===== config.mk =====
export PLATFORM = sky130hd
export DESIGN_NAME = rational_normalize_reduce_core
export DESIGN_NICKNAME = d
export VERILOG_FILES = /design/src/rtl/core/rnr_pkg.sv /design/src/rtl/core/rnr_cmpsub.sv /design/src/rtl/core/rational_normalize_reduce_core.sv
export SDC_FILE = /design/constraint.sdc
export NUM_CORES = 1
export LEC_CHECK = 0
export BUFFER_PORTS_ARGS = -buffer_cell sky130_fd_sc_hd__buf_2
export CAP_MARGIN = 5
export CELL_PAD_IN_SITES_DETAIL_PLACEMENT = 0
export CELL_PAD_IN_SITES_GLOBAL_PLACEMENT = 1
export CORE_UTILIZATION = 35
export DETAILED_ROUTE_END_ITERATION = 7
export GPL_ROUTABILITY_DRIVEN = 0
export GPL_TIMING_DRIVEN = 0
export PLACE_DENSITY = 0.71
export SYNTH_ARGS = -nofsm -noshare
export SYNTH_HDL_FRONTEND = slang
export SYNTH_SLANG_ARGS = --single-unit

===== constraint.sdc =====
create_clock -name clk -period 10.8 [get_ports clk]
set_input_delay 0.54 -clock clk [delete_from_list [all_inputs] [get_ports clk]]
set_output_delay 0.54 -clock clk [all_outputs]
set_load 0.03 [all_outputs]

===== src/rtl/core/rnr_pkg.sv =====
// Shared width constant and sequencer state type for the rational reduction core.
package rnr_pkg;

  localparam int DEF_WIDTH = 16;

  typedef enum logic [2:0] {
    S_IDLE,
    S_GCD,
    S_DIVN,
    S_DIVD,
    S_FIN
  } rnr_state_t;

endpackage


===== src/rtl/core/rnr_cmpsub.sv =====
// Shared compare and absolute-difference unit used by the GCD and divide steps.
module rnr_cmpsub
  import rnr_pkg::*;
#(
  parameter int WIDTH = DEF_WIDTH
) (
  input  logic [WIDTH-1:0] x,
  input  logic [WIDTH-1:0] y,
  output logic             ge,
  output logic [WIDTH-1:0] diff
);

  logic [WIDTH:0] d;

  assign d    = {1'b0, x} - {1'b0, y};
  assign ge   = ~d[WIDTH];
  assign diff = ge ? d[WIDTH-1:0] : (WIDTH'(0) - d[WIDTH-1:0]);

endmodule


===== src/rtl/core/rational_normalize_reduce_core.sv =====
// Top level of the rational reduction core: sequencer, datapath and output register.
//
// Usage: one fraction enters on the input channel (numerator_in, denominator_in,
// in_valid / in_stall) and one reduced fraction leaves on the output channel
// (numerator_out, denominator_out, out_valid / out_stall). A transfer happens on a
// rising edge with valid high and stall low.
// A zero denominator counts as one, the denominator's sign moves to the numerator,
// a zero numerator gives 0 / 1, and otherwise both parts are divided by their GCD.
// After an input transfer the core runs the binary GCD steps (none for a zero
// numerator), then two restoring divisions of WIDTH steps each, all on the one
// shared compare/subtract unit. The next input transfer can follow in the cycle
// after the result is loaded. in_stall stays high from a transfer until the
// result is handed to the output register.
// The output register holds the result while out_stall is high; a new item may
// enter meanwhile, and its finished result waits until the register is free.
// Reset (rst, synchronous) returns the sequencer to idle and drops out_valid.
module rational_normalize_reduce_core
  import rnr_pkg::*;
#(
  parameter int WIDTH = DEF_WIDTH
) (
  input  logic                    clk,
  input  logic                    rst,
  input  logic                    in_valid,
  output logic                    in_stall,
  input  logic signed [WIDTH-1:0] numerator_in,
  input  logic signed [WIDTH-1:0] denominator_in,
  output logic                    out_valid,
  input  logic                    out_stall,
  output logic signed [WIDTH-1:0] numerator_out,
  output logic        [WIDTH-2:0] denominator_out
);

  localparam int KW = $clog2(WIDTH);
  localparam logic [KW-1:0] LAST = KW'(WIDTH - 1);
  localparam logic [WIDTH-2:0] MAX_MAG = '1;

  rnr_state_t state, state_next;

  logic [WIDTH-1:0] ga, gb, dv, dq, rem, qn, dmag;
  logic [KW-1:0]    k, cnt;
  logic             neg;
  logic             out_load;

  logic [WIDTH-1:0] den_fix, nmag_in, dmag_in, sh, ux, uy, udiff;
  logic             uge, gcd_done, cnt_last;
  logic [WIDTH-2:0] sat_n, sat_d;

  assign den_fix  = (denominator_in == '0) ? WIDTH'(1) : denominator_in;
  assign nmag_in  = numerator_in[WIDTH-1] ? (WIDTH'(0) - numerator_in) : numerator_in;
  assign dmag_in  = den_fix[WIDTH-1] ? (WIDTH'(0) - den_fix) : den_fix;
  assign gcd_done = (ga == '0) || (gb == '0);
  assign cnt_last = (cnt == LAST);
  assign sh       = {rem[WIDTH-2:0], dq[WIDTH-1]};

  always_comb begin
    ux = (state == S_GCD) ? ga : sh;
    uy = (state == S_GCD) ? gb : dv;
  end

  rnr_cmpsub #(.WIDTH(WIDTH)) u_cmpsub (
    .x    (ux),
    .y    (uy),
    .ge   (uge),
    .diff (udiff)
  );

  always_comb begin
    state_next = state;
    unique case (state)
      S_IDLE: if (in_valid) state_next = S_GCD;
      S_GCD:  if (gcd_done) state_next = S_DIVN;
      S_DIVN: if (cnt_last) state_next = S_DIVD;
      S_DIVD: if (cnt_last) state_next = S_FIN;
      S_FIN:  if (!out_valid || !out_stall) state_next = S_IDLE;
      default: state_next = S_IDLE;
    endcase
  end

  always_comb begin
    in_stall = (state != S_IDLE);
    out_load = (state == S_FIN) && (!out_valid || !out_stall);
  end

  always_ff @(posedge clk) begin
    if (rst) begin
      state <= S_IDLE;
    end else begin
      state <= state_next;
    end
  end

  always_ff @(posedge clk) begin
    if (rst) begin
      out_valid <= 1'b0;
    end else if (out_load) begin
      out_valid <= 1'b1;
    end else if (!out_stall) begin
      out_valid <= 1'b0;
    end
  end

  always_ff @(posedge clk) begin
    unique case (state)
      S_IDLE: begin
        ga   <= nmag_in;
        gb   <= dmag_in;
        dq   <= nmag_in;
        dmag <= dmag_in;
        k    <= '0;
        neg  <= numerator_in[WIDTH-1] ^ den_fix[WIDTH-1];
      end
      S_GCD: begin
        priority if (gcd_done) begin
          dv  <= (ga | gb) << k;
          rem <= '0;
          cnt <= '0;
        end else if (!ga[0] && !gb[0]) begin
          ga <= ga >> 1;
          gb <= gb >> 1;
          k  <= k + KW'(1);
        end else if (!ga[0]) begin
          ga <= ga >> 1;
        end else if (!gb[0]) begin
          gb <= gb >> 1;
        end else if (uge) begin
          ga <= udiff;
        end else begin
          gb <= udiff;
        end
      end
      S_DIVN, S_DIVD: begin
        if (cnt_last && state == S_DIVN) begin
          qn  <= {dq[WIDTH-2:0], uge};
          dq  <= dmag;
          rem <= '0;
          cnt <= '0;
        end else begin
          dq  <= {dq[WIDTH-2:0], uge};
          rem <= uge ? udiff : sh;
          cnt <= cnt + KW'(1);
        end
      end
      S_FIN: begin
        if (out_load) begin
          numerator_out   <= neg ? (WIDTH'(0) - {1'b0, sat_n}) : {1'b0, sat_n};
          denominator_out <= sat_d;
        end
      end
      default: begin
      end
    endcase
  end

  assign sat_n = qn[WIDTH-1] ? MAX_MAG : qn[WIDTH-2:0];
  assign sat_d = dq[WIDTH-1] ? MAX_MAG : dq[WIDTH-2:0];

  a_accept_starts_gcd: assert property (@(posedge clk) disable iff (rst)
    (in_valid && !in_stall) |=> (state == S_GCD))
    else $error("accepted transfer did not start the GCD loop");

  a_divisor_nonzero: assert property (@(posedge clk) disable iff (rst)
    (state == S_DIVN || state == S_DIVD) |-> (dv != '0))
    else $error("division started with a zero divisor");

  a_load_sets_valid: assert property (@(posedge clk) disable iff (rst)
    out_load |=> out_valid)
    else $error("finished result not presented");

  a_den_positive: assert property (@(posedge clk) disable iff (rst)
    out_valid |-> (denominator_out != '0))
    else $error("zero denominator on output");

endmodule


==> impl_metrics.xml, run 1 <==
<?xml version="1.0" encoding="UTF-8"?>
<metrics>
  <group name="run_status">
    <metric name="status" unit="">finished, final reports clean</metric>
  </group>
  <group name="die">
    <metric name="io-pin-count" unit="">69</metric>
    <metric name="die_height" unit="um">167</metric>
    <metric name="rows" unit="">59</metric>
    <metric name="initial_core_util" unit="">0.360</metric>
    <metric name="core-area" unit="sq mm">0.0264</metric>
    <metric name="dieWidth" unit="um">167</metric>
    <metric name="die-area" unit="sq mm">0.0278</metric>
  </group>
  <group name="synthesis">
    <metric name="synth_simple_gate_area_share" unit="">0.199</metric>
    <metric name="seq_area_frac_synth" unit="">0.486</metric>
    <metric name="postSynthRegisterBits" unit="">155</metric>
    <metric name="ys_top_cells_by_area" unit="">sky130_fd_sc_hd__edfxtp_1 (48%), sky130_fd_sc_hd__nand2_1 (5.8%), sky130_fd_sc_hd__nor2_1 (4.3%)</metric>
    <metric name="synth_flop_cell" unit="">sky130_fd_sc_hd__edfxtp_1</metric>
    <metric name="syn_area_per_cell" unit="sq um">9.70</metric>
    <metric name="synth.cell_area" unit="sq mm">0.00950</metric>
    <metric name="synth.largest_area_cell" unit="">sky130_fd_sc_hd__edfxtp_1</metric>
    <metric name="synth-xor-area-share" unit="">0.0544</metric>
    <metric name="synth_warnings" unit="">0</metric>
    <metric name="synthArstFlopShare" unit="">0</metric>
    <metric name="synth_enable_flop_cells" unit="">151</metric>
    <metric name="commonest_cells_in_the_netlist" unit="">sky130_fd_sc_hd__edfxtp_1 (151), sky130_fd_sc_hd__nand2_1 (148), sky130_fd_sc_hd__nor2_1 (110)</metric>
    <metric name="synth_fa_ha_area_frac" unit="">0.0311</metric>
    <metric name="synth.area.mux_share" unit="">0.0406</metric>
    <metric name="mapped_nets" unit="">1038</metric>
    <metric name="synth_compound_gate_area_share" unit="">0.155</metric>
    <metric name="most_common_cell_in_the_netlist" unit="">sky130_fd_sc_hd__edfxtp_1</metric>
    <metric name="yosysTopAreaCellShare" unit="">0.477</metric>
    <metric name="yosys.cell_types.count" unit="">73</metric>
    <metric name="main_combinational_cell_family_by_area_after_synthesis" unit="">simple AND/OR/NAND/NOR gates</metric>
    <metric name="synthCells" unit="">979</metric>
  </group>
  <group name="timing">
    <metric name="max_slew.worst_pin.slew" unit="ps">1240</metric>
    <metric name="timing.final.hold_violations" unit="">0</metric>
    <metric name="timing.final.setup_violations" unit="">0</metric>
    <metric name="final_period_minus_worst_setup_slack" unit="ps">5890</metric>
    <metric name="final.period_utilization" unit="">0.546</metric>
    <metric name="final.setup_skew" unit="ps">20.7</metric>
    <metric name="timing.setup.tns" unit="ps">0</metric>
    <metric name="fmax" unit="GHz">0.170</metric>
    <metric name="timing.slew.headroom" unit="">0.170</metric>
    <metric name="finalMaxSlewViolations" unit="">0</metric>
    <metric name="grt_setup_unrepaired" unit="">false</metric>
  </group>
  <group name="global_routing">
    <metric name="gr-usage-all-layers" unit="">0.213</metric>
    <metric name="grt-ovfl-total" unit="">0</metric>
    <metric name="grt_pass1_vias" unit="">7500</metric>
    <metric name="maximum_number_of_pins_on_one_net_before_global_route_repair" unit="">32</metric>
    <metric name="number_of_antenna_violations_at_the_first_check_in_global_routing" unit="">0</metric>
    <metric name="grt_pass1_wl" unit="um">44500</metric>
  </group>
  <group name="power_and_ir_drop">
    <metric name="power.ir.vdd_worst" unit="uV">70.1</metric>
    <metric name="total_leakage_power" unit="nW">4.06</metric>
    <metric name="power.density_cell_area" unit="mW/mm^2">180</metric>
  </group>
  <group name="cts">
    <metric name="cts_sinks" unit="">155</metric>
    <metric name="clk_pin_slew" unit="ps">70</metric>
    <metric name="post-cts-setup-buffer-count" unit="">0</metric>
    <metric name="cts_inserted_buffers" unit="">17</metric>
    <metric name="post_cts_resize_count" unit="">0</metric>
    <metric name="clock_tree_from_tritoncts" unit="">built</metric>
    <metric name="insertion_delay" unit="ps">450</metric>
    <metric name="count_of_hold_fix_buffers_inserted_at_cts" unit="">0</metric>
    <metric name="max-clock-path-buffers" unit="">2</metric>
    <metric name="ctsRootBufferMaster" unit="">sky130_fd_sc_hd__clkbuf_16</metric>
    <metric name="htreeDepth" unit="">4</metric>
  </group>
  <group name="detailed_routing">
    <metric name="route.antenna.remaining_nets" unit="">0</metric>
    <metric name="drt_first_iter_violations" unit="">793</metric>
    <metric name="routed_via_count_divided_by_cell_count" unit="">5.66</metric>
    <metric name="drt-wirelength-per-cell" unit="um">20.6</metric>
    <metric name="drt_wl_total" unit="um">29200</metric>
    <metric name="vias" unit="">8007</metric>
    <metric name="drc_errors" unit="">0</metric>
    <metric name="detail_route.first_pass.iterations" unit="">5</metric>
  </group>
  <group name="finish">
    <metric name="post_route_design_area" unit="sq mm">0.0109</metric>
    <metric name="n_fill_cell" unit="">2629</metric>
    <metric name="stdcell_count" unit="">1415</metric>
    <metric name="fraction_of_final_layout_cells_sized_beyond_drive_strength_1" unit="">0.144</metric>
    <metric name="area_delta_synth_final" unit="%">14.9</metric>
    <metric name="insertedDiodeCount" unit="">0</metric>
    <metric name="total_nets_final" unit="">1126</metric>
    <metric name="fin_util" unit="">0.414</metric>
  </group>
  <group name="min_path">
    <metric name="min-delay-path-class" unit="">in -&gt; reg</metric>
  </group>
  <group name="flow_run">
    <metric name="max_cap_viols" unit="">0</metric>
  </group>
  <group name="placed_design">
    <metric name="placement.io_buffers" unit="">68</metric>
    <metric name="detailed_placement_wirelength_estimate" unit="um">22600</metric>
    <metric name="post_dp_cell_area" unit="sq mm">0.0103</metric>
    <metric name="placedCellCount" unit="">1383</metric>
  </group>
  <group name="critical_path">
    <metric name="crit_path_start_kind" unit="">flip-flop</metric>
    <metric name="worst_ep_arrival" unit="ps">5950</metric>
    <metric name="crit_required" unit="ps">10850</metric>
    <metric name="critical_path.max_fanout" unit="">15</metric>
    <metric name="critical_path_class" unit="">reg -&gt; reg</metric>
    <metric name="cp-end-kind" unit="">flip-flop</metric>
  </group>
</metrics>
[kinds of logic after synthesis]
| logic type | Yosys count |
|---|---|
| fa+ha+maj | 23 |
| compound gates | 230 |
| mux | 34 |
| buf+inv | 78 |
| simple gates | 403 |
| flops | 155 |
| xor+xnor | 56 |
[power by group]
part	switching (W)	internal, W
Clock	0.000287	0.000333
Sequential	0.0000693	0.000730
Combinational	0.000354	0.000192
[stage by stage]
step	hold slack (ps)	power [W]	setup slack [ps]
5_1_grt	325	0.00204	4540
3_5_place_dp	464	0.00135	4930
3_3_place_gp	468	0.00134	5040
2_1_floorplan	441	0.00115	6310
6_report	327	0.00196	4910
4_1_cts	321	0.00196	4950
[layer usage]
| layer | up-vias | GRT usage | part of all wire |
|---|---|---|---|
| li1 | 3784 | - | - |
| met1 | 3835 | 0.281 | 0.44 |
| met2 | 322 | 0.342 | 0.46 |
| met3 | 66 | 0.0378 | 0.061 |
| met4 | 0 | 0.0942 | 0.034 |
| met5 | - | 0 | 0 |
[path summary, 6_finish.rpt]
check / start / cells after the start / to / slack (ps)
setup / recovery: state[2]$_SDFFE_PP0P_ / 16 / gb[9]$_DFFE_PP_ / 4910
hold / removal: rst / 2 / out_valid$_SDFFE_PP0P_ / 330
setup reg to reg: state[2]$_SDFFE_PP0P_ / 16 / gb[9]$_DFFE_PP_ / 4910
hold reg to reg: dq[2]$_DFFE_PP_ / 0 / qn[3]$_DFFE_PP_ / 480
[state kept, by name, summed over array words and instances, names as in the netlist]
signal,count
cnt,4
gb,16
k,4
numerator_out,16
dmag,16
qn,16
rem,15
denominator_out,15
dv,16
out_valid,1
state,3
ga,16
neg,1
dq,16
[worst max-delay path: stages (launching register included)]
cell                       delay, ps
sky130_fd_sc_hd__dfxtp_1         310
sky130_fd_sc_hd__clkbuf_1        330
sky130_fd_sc_hd__or3_1           210
sky130_fd_sc_hd__buf_6           150
sky130_fd_sc_hd__clkbuf_1        650
sky130_fd_sc_hd__mux2i_1         270
sky130_fd_sc_hd__ha_1            290
sky130_fd_sc_hd__inv_1            80
sky130_fd_sc_hd__fa_1            440
sky130_fd_sc_hd__a211oi_2        230
sky130_fd_sc_hd__nor2_1          130
sky130_fd_sc_hd__o21ai_1         280
sky130_fd_sc_hd__a21oi_2         140
sky130_fd_sc_hd__o22ai_1         370
sky130_fd_sc_hd__clkbuf_1        530
sky130_fd_sc_hd__a21oi_1         150
sky130_fd_sc_hd__nor2_1          940
[area by class of cell]
| cell class | count | area [sq um] | share of cell area |
|---|---|---|---|
| buffer | 52 | 228 | 0.0209 |
| clock buffer | 18 | 429 | 0.0393 |
| clock inverter | 14 | 180 | 0.0165 |
| inverter | 26 | 97.6 | 0.00894 |
| multi-input combinational | 746 | 4590 | 0.421 |
| sequential | 155 | 4610 | 0.423 |
| tap | 335 | 419 | 0.0384 |
| timing repair buffer | 69 | 355 | 0.0326 |
[layout by cell type (no fill, tap or decap), types with 4 or more instances in the layout]
cell type                   Yosys  routed
sky130_fd_sc_hd__and3_1         4       4
sky130_fd_sc_hd__nand4_1        6       6
sky130_fd_sc_hd__nand3_1       14      14
sky130_fd_sc_hd__inv_6          0       4
sky130_fd_sc_hd__edfxtp_1     151     151
sky130_fd_sc_hd__nor2_1       110     108
sky130_fd_sc_hd__clkbuf_1      45      46
sky130_fd_sc_hd__nand2_1      148     148
sky130_fd_sc_hd__mux2_2         6       6
sky130_fd_sc_hd__or2_2         18      18
sky130_fd_sc_hd__buf_2          0      68
sky130_fd_sc_hd__o21ai_0       29      29
sky130_fd_sc_hd__a21o_1        11      11
sky130_fd_sc_hd__inv_1         23      23
sky130_fd_sc_hd__a221oi_1      11      11
sky130_fd_sc_hd__and2_1         6       6
sky130_fd_sc_hd__nor3b_1        9       9
sky130_fd_sc_hd__or3_1         12      12
sky130_fd_sc_hd__nand2b_1       5       5
sky130_fd_sc_hd__xor2_1        18      18
sky130_fd_sc_hd__a21oi_1       74      71
sky130_fd_sc_hd__clkinv_8       0       4
sky130_fd_sc_hd__a31oi_1       26      25
sky130_fd_sc_hd__o22ai_1        4       4
sky130_fd_sc_hd__a211oi_1      20      20
sky130_fd_sc_hd__o31ai_1        9       9
sky130_fd_sc_hd__or4_1          7       7
sky130_fd_sc_hd__xnor2_1       36      36
sky130_fd_sc_hd__dfxtp_1        4       4
sky130_fd_sc_hd__o21ai_1       12      12
sky130_fd_sc_hd__nor4_1        14      14
sky130_fd_sc_hd__clkbuf_16      0      17
sky130_fd_sc_hd__ha_1          22      22
sky130_fd_sc_hd__mux2i_1       25      25
sky130_fd_sc_hd__nor3_1        32      32
sky130_fd_sc_hd__nor2b_1        9       9
Power figures use the tool's default switching activity.
==> inputs of run 2 (changes only) <==
Clock period 10.8 ns to 5.6 ns, I/O delays scaled along.
==> impl_metrics.xml, run 2 (synthesis results as in run 1) <==
<?xml version="1.0" encoding="UTF-8"?>
<metrics>
  <group name="run_status">
    <metric name="status" unit="">finished, final reports clean</metric>
  </group>
  <group name="power_and_ir_drop">
    <metric name="power.ir.vdd_worst" unit="uV">135</metric>
    <metric name="power.density_cell_area" unit="mW/mm^2">347</metric>
    <metric name="total_leakage_power" unit="nW">4.06</metric>
  </group>
  <group name="global_routing">
    <metric name="gr-usage-all-layers" unit="">0.213</metric>
    <metric name="gr-usage-met2" unit="">0.342</metric>
    <metric name="grt_pass1_wl" unit="um">44500</metric>
    <metric name="grt_pass1_vias" unit="">7504</metric>
    <metric name="grt_util_met3" unit="">0.0397</metric>
    <metric name="grt_util_met1" unit="">0.280</metric>
    <metric name="maximum_number_of_pins_on_one_net_before_global_route_repair" unit="">32</metric>
    <metric name="grt-ovfl-total" unit="">0</metric>
    <metric name="grt-busiest-layer" unit="">met2</metric>
    <metric name="number_of_antenna_violations_at_the_first_check_in_global_routing" unit="">0</metric>
  </group>
  <group name="critical_path">
    <metric name="crit_required" unit="ps">5790</metric>
    <metric name="cp-end-kind" unit="">flip-flop</metric>
    <metric name="critical_path_class" unit="">reg -&gt; reg</metric>
    <metric name="crit_path_start_kind" unit="">flip-flop</metric>
    <metric name="worst_ep_arrival" unit="ps">5320</metric>
    <metric name="critical_path.max_fanout" unit="">19</metric>
  </group>
  <group name="min_path">
    <metric name="min-delay-path-class" unit="">in -&gt; reg</metric>
  </group>
  <group name="die">
    <metric name="die_height" unit="um">167</metric>
    <metric name="die-area" unit="sq mm">0.0278</metric>
    <metric name="io-pin-count" unit="">69</metric>
    <metric name="rows" unit="">59</metric>
    <metric name="core-area" unit="sq mm">0.0264</metric>
    <metric name="initial_core_util" unit="">0.360</metric>
    <metric name="dieWidth" unit="um">167</metric>
  </group>
  <group name="timing">
    <metric name="final_period_minus_worst_setup_slack" unit="ps">5130</metric>
    <metric name="max_slew.worst_pin.slew" unit="ps">1010</metric>
    <metric name="final.period_utilization" unit="">0.917</metric>
    <metric name="final.setup_skew" unit="ps">20.5</metric>
    <metric name="timing.setup.tns" unit="ps">0</metric>
    <metric name="finalMaxSlewViolations" unit="">0</metric>
    <metric name="timing.final.setup_violations" unit="">0</metric>
    <metric name="timing.slew.headroom" unit="">0.324</metric>
    <metric name="fmax" unit="GHz">0.195</metric>
    <metric name="grt_setup_unrepaired" unit="">false</metric>
    <metric name="timing.final.hold_violations" unit="">0</metric>
  </group>
  <group name="placed_design">
    <metric name="post_dp_cell_area" unit="sq mm">0.0103</metric>
    <metric name="placedCellCount" unit="">1383</metric>
    <metric name="placement.io_buffers" unit="">68</metric>
    <metric name="detailed_placement_wirelength_estimate" unit="um">22600</metric>
  </group>
  <group name="cts">
    <metric name="htreeDepth" unit="">4</metric>
    <metric name="cts_inserted_buffers" unit="">17</metric>
    <metric name="insertion_delay" unit="ps">450</metric>
    <metric name="max-clock-path-buffers" unit="">2</metric>
    <metric name="count_of_hold_fix_buffers_inserted_at_cts" unit="">0</metric>
    <metric name="cts_sinks" unit="">155</metric>
    <metric name="clk_pin_slew" unit="ps">70</metric>
    <metric name="ctsRootBufferMaster" unit="">sky130_fd_sc_hd__clkbuf_16</metric>
    <metric name="clock_tree_from_tritoncts" unit="">built</metric>
  </group>
  <group name="finish">
    <metric name="leading_cell_types_in_the_layout_fill_and_taps_excluded" unit="">sky130_fd_sc_hd__edfxtp_1 (151), sky130_fd_sc_hd__nand2_1 (148), sky130_fd_sc_hd__nor2_1 (107), sky130_fd_sc_hd__a21oi_1 (71), sky130_fd_sc_hd__buf_2 (68)</metric>
    <metric name="stdcell_count" unit="">1414</metric>
    <metric name="area_delta_synth_final" unit="%">14.9</metric>
    <metric name="fraction_of_final_layout_cells_sized_beyond_drive_strength_1" unit="">0.145</metric>
    <metric name="final_common_cell" unit="">sky130_fd_sc_hd__edfxtp_1</metric>
    <metric name="insertedDiodeCount" unit="">0</metric>
    <metric name="post_route_design_area" unit="sq mm">0.0109</metric>
    <metric name="fin_util" unit="">0.414</metric>
    <metric name="total_nets_final" unit="">1125</metric>
  </group>
  <group name="detailed_routing">
    <metric name="route.antenna.remaining_nets" unit="">0</metric>
    <metric name="drc_errors" unit="">0</metric>
    <metric name="drt-wirelength-per-cell" unit="um">20.6</metric>
    <metric name="detail_route.first_pass.iterations" unit="">7</metric>
    <metric name="drt_first_iter_violations" unit="">752</metric>
    <metric name="drt_wl_total" unit="um">29200</metric>
    <metric name="vias" unit="">7980</metric>
    <metric name="routed_via_count_divided_by_cell_count" unit="">5.64</metric>
  </group>
  <group name="flow_run">
    <metric name="max_cap_viols" unit="">0</metric>
  </group>
</metrics>
run 2: cell types whose count changed in the layout (fill, tap and decap cells not counted):
cell                       before  now
sky130_fd_sc_hd__clkbuf_1      46   45
sky130_fd_sc_hd__nor2_1       108  107
sky130_fd_sc_hd__nor2_4         0    1
run 2: critical path, stage by stage, from the launching register on:
cell and delay, ps:
sky130_fd_sc_hd__dfxtp_1 310, sky130_fd_sc_hd__clkbuf_1 330, sky130_fd_sc_hd__or3_1 210, sky130_fd_sc_hd__buf_6 230, sky130_fd_sc_hd__clkbuf_1 400, sky130_fd_sc_hd__nand2_1 100, sky130_fd_sc_hd__nand2_1 80, sky130_fd_sc_hd__ha_1 260
sky130_fd_sc_hd__inv_1 80, sky130_fd_sc_hd__fa_1 440, sky130_fd_sc_hd__xnor2_1 590, sky130_fd_sc_hd__nand3_1 210, sky130_fd_sc_hd__a211oi_1 460, sky130_fd_sc_hd__or4b_4 570, sky130_fd_sc_hd__nor4_4 220, sky130_fd_sc_hd__a211oi_1 130
sky130_fd_sc_hd__a211o_1 280
run 2: report_power, final:
| part | switching (W) | total [W] | internal (W) |
|---|---|---|---|
| Clock | 0.000553 | 0.00119 | 0.000642 |
| Sequential | 0.000134 | 0.00154 | 0.00141 |
| Combinational | 0.000682 | 0.00105 | 0.000370 |
run 2: per-stage QoR:
step	total power, W	setup slack, ps	hold WS, ps
after detailed placement	0.00260	-266	464
final	0.00379	466	70.8
after CTS	0.00379	85.8	61.5
after global routing	0.00393	108	65.4
after floorplan	0.00221	1110	349
after global placement	0.00259	-157	468
run 2: final cells by class:
cell class / count / area [sq um]
tap: 335 / 419
fill: 2625 / 15400
clock inverter: 14 / 180
buffer: 51 / 224
clock buffer: 18 / 429
multi-input combinational: 746 / 4600
sequential: 155 / 4610
timing repair buffer: 69 / 355
inverter: 26 / 97.6
run 2: worst paths after layout:
| kind | startpoint | end | slack [ps] | cells past startpoint |
|---|---|---|---|---|
| worst max-delay path | state[2]$_SDFFE_PP0P_ | gb[15]$_DFFE_PP_ | 470 | 16 |
| worst min-delay path | rst | out_valid$_SDFFE_PP0P_ | 70 | 2 |
| worst max register to register | state[2]$_SDFFE_PP0P_ | gb[15]$_DFFE_PP_ | 470 | 16 |
| worst min register to register | dq[2]$_DFFE_PP_ | qn[3]$_DFFE_PP_ | 480 | 0 |
run 2: timing repair:
item	CTS	global route
buffers inserted	0	0
endpoints found under the setup margin	15	16
pin swaps	0	0
resized for setup	1	1
run 2: per-layer routing:
layer	vias to the layer above	wire length [um]
met5	-	0
met4	0	1010
met3	63	1730
met2	306	13400
met1	3830	13000
li1	3781	-
